==> src/design/assert_macros.svh <==
// Assertion macros used by the page allocator datapath.
`ifndef ASSERT_MACROS_SVH
`define ASSERT_MACROS_SVH
`ifndef SYNTHESIS
// Same-cycle implication, sampled on clk_i and disabled in reset.
`define PAL_ASSERT_IMP(lbl, ante, cons, msg) \
  lbl: assert property (@(posedge clk_i) disable iff (!rst_ni) (ante) |-> (cons)) \
    else $error(msg);
// Next-cycle implication, sampled on clk_i and disabled in reset.
`define PAL_ASSERT_NXT(lbl, ante, cons, msg) \
  lbl: assert property (@(posedge clk_i) disable iff (!rst_ni) (ante) |=> (cons)) \
    else $error(msg);
`else
`define PAL_ASSERT_IMP(lbl, ante, cons, msg)
`define PAL_ASSERT_NXT(lbl, ante, cons, msg)
`endif
`endif

==> src/design/pal_pkg.sv <==
// Shared constants, codes and control types of the page allocator.
`default_nettype none
package pal_pkg;

  // Default geometry of the managed page pool.
  localparam int unsigned DEF_NUM_PAGES  = 32768;
  localparam int unsigned DEF_PAGE_SHIFT = 12;
  localparam logic [31:0] DEF_BASE_ADDR  = 32'h8000_0000;

  // Reset value of the lowest usable address register.
  localparam logic [31:0] CFG_RESET = 32'h8000_0000;

  // Saturation value of a reference count.
  localparam logic [15:0] COUNT_MAX = 16'hFFFF;

  // Operation codes.
  localparam logic [1:0] OP_ALLOC  = 2'd0;
  localparam logic [1:0] OP_FREE   = 2'd1;
  localparam logic [1:0] OP_ADDREF = 2'd2;
  localparam logic [1:0] OP_SEED   = 2'd3;

  // Result status codes.
  localparam logic [2:0] ST_OK      = 3'd0;
  localparam logic [2:0] ST_EMPTY   = 3'd1;
  localparam logic [2:0] ST_BADADDR = 3'd2;
  localparam logic [2:0] ST_UNDER   = 3'd3;
  localparam logic [2:0] ST_NOTONE  = 3'd4;
  localparam logic [2:0] ST_OVER    = 3'd5;
  localparam logic [2:0] ST_FULL    = 3'd6;

  // Commands from the controller to the datapath.
  typedef struct packed {
    logic clear;   // zero one count entry of the clearing sweep
    logic accept;  // take the input word and start the memory reads
    logic pop;     // read the count of the page on top of the stack
    logic exec;    // update the memories and load the result
  } pal_cmd_t;

  // Status from the datapath to the controller.
  typedef struct packed {
    logic in_alloc;     // the word at the input is an allocate
    logic stack_empty;  // no page on the free stack
    logic clear_last;   // the sweep is at its last entry
  } pal_sts_t;

endpackage
`default_nettype wire

==> src/design/pal_ctrl.sv <==
// Controller state machine of the page allocator.
`default_nettype none
module pal_ctrl (
  input  wire logic              clk_i,
  input  wire logic              rst_ni,
  input  wire logic              start,
  output logic                   busy,
  input  wire pal_pkg::pal_sts_t sts_i,
  output pal_pkg::pal_cmd_t      cmd_o
);

  localparam logic [1:0] S_CLEAR = 2'd0;
  localparam logic [1:0] S_IDLE  = 2'd1;
  localparam logic [1:0] S_POP   = 2'd2;
  localparam logic [1:0] S_EXEC  = 2'd3;

  logic [1:0] state_q;
  logic [1:0] state_d;

  // Next state and command decode.
  always_comb begin
    state_d = state_q;
    cmd_o   = '0;
    case (state_q)
      S_CLEAR: begin
        cmd_o.clear = 1'b1;
        if (sts_i.clear_last) begin
          state_d = S_IDLE;
        end
      end
      S_IDLE: begin
        cmd_o.accept = start;
        if (start) begin
          // An allocate needs the popped index before its count can be read.
          if (sts_i.in_alloc && !sts_i.stack_empty) begin
            state_d = S_POP;
          end else begin
            state_d = S_EXEC;
          end
        end
      end
      S_POP: begin
        cmd_o.pop = 1'b1;
        state_d   = S_EXEC;
      end
      S_EXEC: begin
        cmd_o.exec = 1'b1;
        state_d    = S_IDLE;
      end
      default: begin
        state_d = S_IDLE;
      end
    endcase
  end

  // State register; reset starts the clearing sweep.
  always_ff @(posedge clk_i or negedge rst_ni) begin
    if (!rst_ni) begin
      state_q <= S_CLEAR;
    end else begin
      state_q <= state_d;
    end
  end

  assign busy = (state_q != S_IDLE);

endmodule
`default_nettype wire

==> config.mk <==
export PLATFORM = sky130hd
export DESIGN_NAME = pal_ctrl
export DESIGN_NICKNAME = d
export VERILOG_FILES = /design/src/design/assert_macros.svh /design/src/design/pal_pkg.sv /design/src/design/pal_ctrl.sv
export SDC_FILE = /design/constraint.sdc
export NUM_CORES = 1
export LEC_CHECK = 0
export ABC_AREA = 1
export BUFFER_PORTS_ARGS = -buffer_cell sky130_fd_sc_hd__buf_2
export CAP_MARGIN = 0
export CORE_AREA = 5 5 42 44
export CTS_BUF_LIST = sky130_fd_sc_hd__clkbuf_8
export DETAILED_ROUTE_END_ITERATION = 16
export DIE_AREA = 0 0 47 49
export PLACE_DENSITY = 0.35
export SLEW_MARGIN = 40
export SYNTH_ARGS = -nofsm -noshare
export SYNTH_HDL_FRONTEND = slang
export SYNTH_SLANG_ARGS = --single-unit
==> constraint.sdc <==
create_clock -name clk_i -period 1.2 [get_ports clk_i]
set_input_delay 0.06 -clock clk_i [delete_from_list [all_inputs] [get_ports clk_i]]
set_output_delay 0.06 -clock clk_i [all_outputs]
set_load 0.03 [all_outputs]
* After elaboration in Yosys (flattened, before gate mapping)
Index checks and enable logic that the tools add are counted.
** Word-level totals
- Flip-flop bits (word level) :: 2
- Latch bits :: 0
- Bits in writable memories :: 0
- Bits in read-only memories :: 0
- Input port bits :: 6
- Output and inout bits :: 5
- Word-level logic and storage cells :: 19
- Memories :: 0
** Operators by class
- Add/subtract/negate cells :: 0
- Multiply operators :: 0
- Divide/modulo/power cells :: 0
- $lt $le $gt $ge :: 0
- Equal/unequal tests :: 6
- Shifts and indexed selects :: 0
- Multiplexer cells :: 8
- Bitwise operators :: 0
- Reduce and logical (&&, ||, !) cells :: 4
** Operators with widths (number)
- 2-bit case mux with 4 select lines :: 1
- 1-bit 2-to-1 mux :: 5
- 2-bit == test (second input constant) :: 2
- 2-bit 2-to-1 mux :: 2
- 2-bit != test (second input constant) :: 2
- 2-bit by 1-bit == test with 1-bit output (second input constant) :: 1
- 2-bit zero test :: 1
- 2-bit by 1-bit != test with 1-bit output (second input constant) :: 1
- 2-bit AND reduction :: 1
- 1-bit logical AND :: 1
- 1-bit zero test :: 1

* Longest topological paths before layout
- Depth in word-level cells :: 5
- Depth in mapped cells :: 7
- Mapped depth without buffers :: 7

* Worst setup path before layout
Ideal clock, no wire load.
- Path kind :: register -> register
- Start :: register state_q[0]
- End :: register state_q[0]
- Library setup time :: 116 ps
- Arrival time :: 1133 ps
- Path slack :: -50 ps
- Cell stages (with the launch flop) :: 8
- Period minus slack after synthesis :: 1250 ps
- Path through :: dfrtp_1 -> inv_1 -> ha_1 -> nand2_1 -> o21ai_2 -> inv_2 -> nand2_1 -> nand2_1
** On the way
- Longest elaborated chain between the ends :: 3
** RTL lines
- start: declaration :: RTL line pal_ctrl.sv:17 : logic [1:0] state_q;
- start signal: assignment :: RTL line pal_ctrl.sv:61 : state_q <= state_d;
- 2-bit by 1-bit == test with 1-bit output or 2-bit zero test (tied branches) :: RTL line pal_ctrl.sv:24 : case (state_q)
- 2-bit != test (no source line)
- 2-bit AND reduction (no source line)
Several ways; a longest one is shown, not always the timed one.
A chain may end at the register's enable or synchronous reset.

==> qor.csv <==
stage,metric,value,unit
run_status,status,"finished, final reports clean",
place,gp weighted congestion,0.665,
logic_synthesis,Post-synth EDFFs,0,
global_route,gr usage total,3.94,%
power_and_ir_drop,Pwr per Cell Area,3100,nW/um^2
finish,Filler cells,165,
clock_network,number of H-tree levels,1,
setup_path,critical-path cell list,"buf_4, ha_1, buf_2",
setup_path,CP arrival,1.09,ns
timing,Least-Margin Pin Slew,0.163,ns
finish,max reg flops,2,
global_route,GR Layer Usage met1,3.96,%
finish,post-route cell area,332,sq um
setup_path,capturing element type of the critical path,output pin,
setup_path,CP Buf/Inv Count,2,
logic_synthesis,Synth Cell Area,181,sq um
finish,FF/Latch Area,51.3,sq um
route,remaining antenna violation count,0,
global_route,number of global-route vias before repair,169,
logic_synthesis,sequential fraction of the synthesis area,27.6,%
logic_synthesis,Synth top cells by count,"10 x nand2_1, 6 x inv_1, 4 x ha_1",
setup_path,Critical Path RT,1.14,ns
finish,final core utilization,23.7,%
die,Initial Util,12.9,%
run,Max-Cap Viols,0,
die,# IOs,11,
logic_synthesis,synthesized instance count,26,
setup_path,CP Class,reg2out,
route,Post-Route WL,400,um
finish,Syn-to-layout area delta,82.8,%
timing,Final Critical Period,1.15,ns
route,Initial DRT Pass Iterations,1,
die,Die H,49,um
global_route,antenna violations before repair,0,
timing,pins over their slew limit,0,
die,Std-Cell Rows,14,
timing,final hold violations,0,
logic_synthesis,library cells used by synthesis,7,
setup_path,kind of cell adding the most delay to the critical path,flip-flops,
die,die width,47,um
die,Die Area,2300,sq um
clock_network,CTS Buf Count,3,
finish,share of layout cells above drive strength 1,53.7,%
place,post-DP HPWL,336,um
global_route,grt met2 use,4.52,%
timing,Worst Clk Skew,0.00265,ns
global_route,global-route wire length before repair,593,um
global_route,grt total ovfl,0,
timing,Max-slew headroom,89.1,%
timing,Max Clock Freq,0.872,GHz
route,detailed-route vias per instance,3.21,
logic_synthesis,Yosys top cell area share,27.6,%
logic_synthesis,cell with the most instances after synthesis,nand2_1,
global_route,met3 usage,3.32,%
power_and_ir_drop,largest vdd supply drop,1.02,mV
clock_network,clock slew at the register clock pins of the worst setup and hold paths,0.03,ns
finish,Biggest register,state_q,
global_route,largest net degree at the start of global routing,5,
finish,antenna cells,0,
logic_synthesis,Synth Register Bits,2,
clock_network,Clock Path Buffers,2,
logic_synthesis,post-synth net total,36,
setup_path,"Largest stage delay, worst path",0.38,ns
clock_network,Clock Latency Late Sink,0.21,ns
clock_network,post-CTS setup buffer count,0,
finish,# nets final,53,
die,CORE AREA,1400,sq um
setup_path,master of the slowest instance on the critical path,dfrtp_1,
route,Wirelength per Cell,7.02,um
timing,setup violators final,0,
logic_synthesis,fraction of registers with async set or reset after synthesis,100,%
power_and_ir_drop,Leakage Power,0.191,nW
timing,TNS Setup,0,ns
setup_path,CP startpoint kind,flop,
worst_hold_path,min-delay worst type,in2async,
logic_synthesis,Mean Syn Cell Area,6.98,sq um
clock_network,CTS tree,yes,
timing,final worst-path cycle share,95.5,%
route,vias after detailed routing,183,
finish,area of the multi-input gates,116,sq um
setup_path,largest fanout on the critical path,3,
logic_synthesis,top post-synthesis cells by area,"dfrtp_1 28%, ha_1 28%, nand2_1 21%",
logic_synthesis,"Primary FF master, synth",dfrtp_1,
clock_network,Clock Sinks,2,
logic_synthesis,Yosys Warn Count,0,
place,Placed Area,262,sq um
timing,RSZ-0062 raised after global routing,false,
route,drt first-iter violations,0,
logic_synthesis,top cell type by total area after synthesis,dfrtp_1,
route,Residual DRC,0,
place,Port-buffer cells,10,
clock_network,root buffer cell,clkbuf_8,
global_route,GRT busiest layer,met2,
finish,Regs by FF count,state_q x2,
[cell type report]
cell class,instances,area share [%]
Multi-Input combinational cell,16,35.1
Timing Repair Buffer,12,21.9
Sequential cell,2,15.5
Inverter,8,9.06
Tap cell,16,6.04
Clock buffer,3,12.5
[logic make-up (layout without fill, tap and decap cells)]
group,Yosys count,count (layout),synth area share (%)
buf+inv,8,23,16.6
simple gates,11,11,23.4
flops,2,2,27.6
compound gates,1,1,4.83
fa+ha+maj,4,4,27.6
[worst reg2reg max path: stages, from the launching register on]
cell     delay (ns)
dfrtp_2        0.43
inv_2          0.07
ha_2           0.17
nand2_1        0.06
o21ai_2        0.08
inv_2          0.05
nand2_1        0.06
nand2_1        0.05
[metrics by stage]
stage	hold slack (ns)	instances	power (mW)	setup slack, ns
2_1_floorplan	-0.236	26	0.582	0.0379
3_3_place_gp	-0.152	53	0.730	0.0565
3_5_place_dp	-0.153	53	0.721	0.0681
4_1_cts	0.156	57	1.00	0.00254
5_1_grt	0.168	57	1.15	0.00549
6_report	0.161	57	1.03	0.0536
[placed cells by master (no fill, tap or decap)]
cell | netlist | final
nand3_1 | 1 | 1
buf_2 | 0 | 8
clkbuf_8 | 0 | 3
ha_2 | 0 | 1
o21ai_2 | 1 | 1
nand2_1 | 10 | 10
ha_1 | 4 | 2
dfrtp_1 | 2 | 1
ha_4 | 0 | 1
inv_2 | 2 | 4
clkbuf_4 | 0 | 1
dfrtp_2 | 0 | 1
dlygate4sd3_1 | 0 | 1
buf_4 | 0 | 2
inv_1 | 6 | 4
[power breakdown]
part / internal [mW] / switching (mW)
Sequential: 0.110 / 0.0433
Clock: 0.212 / 0.0491
Combinational: 0.229 / 0.383
Total: 0.551 / 0.475
[repair_timing]
item,4_1_cts,5_1_grt
pin swaps,0,0
gates resized for setup,1,6
hold endpoints to repair,2,0
endpoints found under the setup margin,1,5
hold buffers,1,0
[layer usage]
layer	vias up	wire [um]
li1	106	-
met2	8	151
met1	69	189
met4	0	0
met5	-	0
met3	0	59
[final timing paths]
| path | endpoint | cells after the start | slack [ns] | start |
|---|---|---|---|---|
| hold / removal | state_q[0] | 2 | 0.16 | rst_ni |
| setup / recovery | cmd_o[1] | 3 | 0.05 | state_q[1] |
| min in group clk_i | state_q[0] | 4 | 0.16 | start |
| hold reg to reg | state_q[0] | 2 | 0.57 | state_q[0] |
| setup reg to reg | state_q[0] | 7 | 0.12 | state_q[0] |
| max in group asynchronous | state_q[0] | 2 | 0.93 | rst_ni |
No activity file was read; power rests on OpenSTA's default activity.
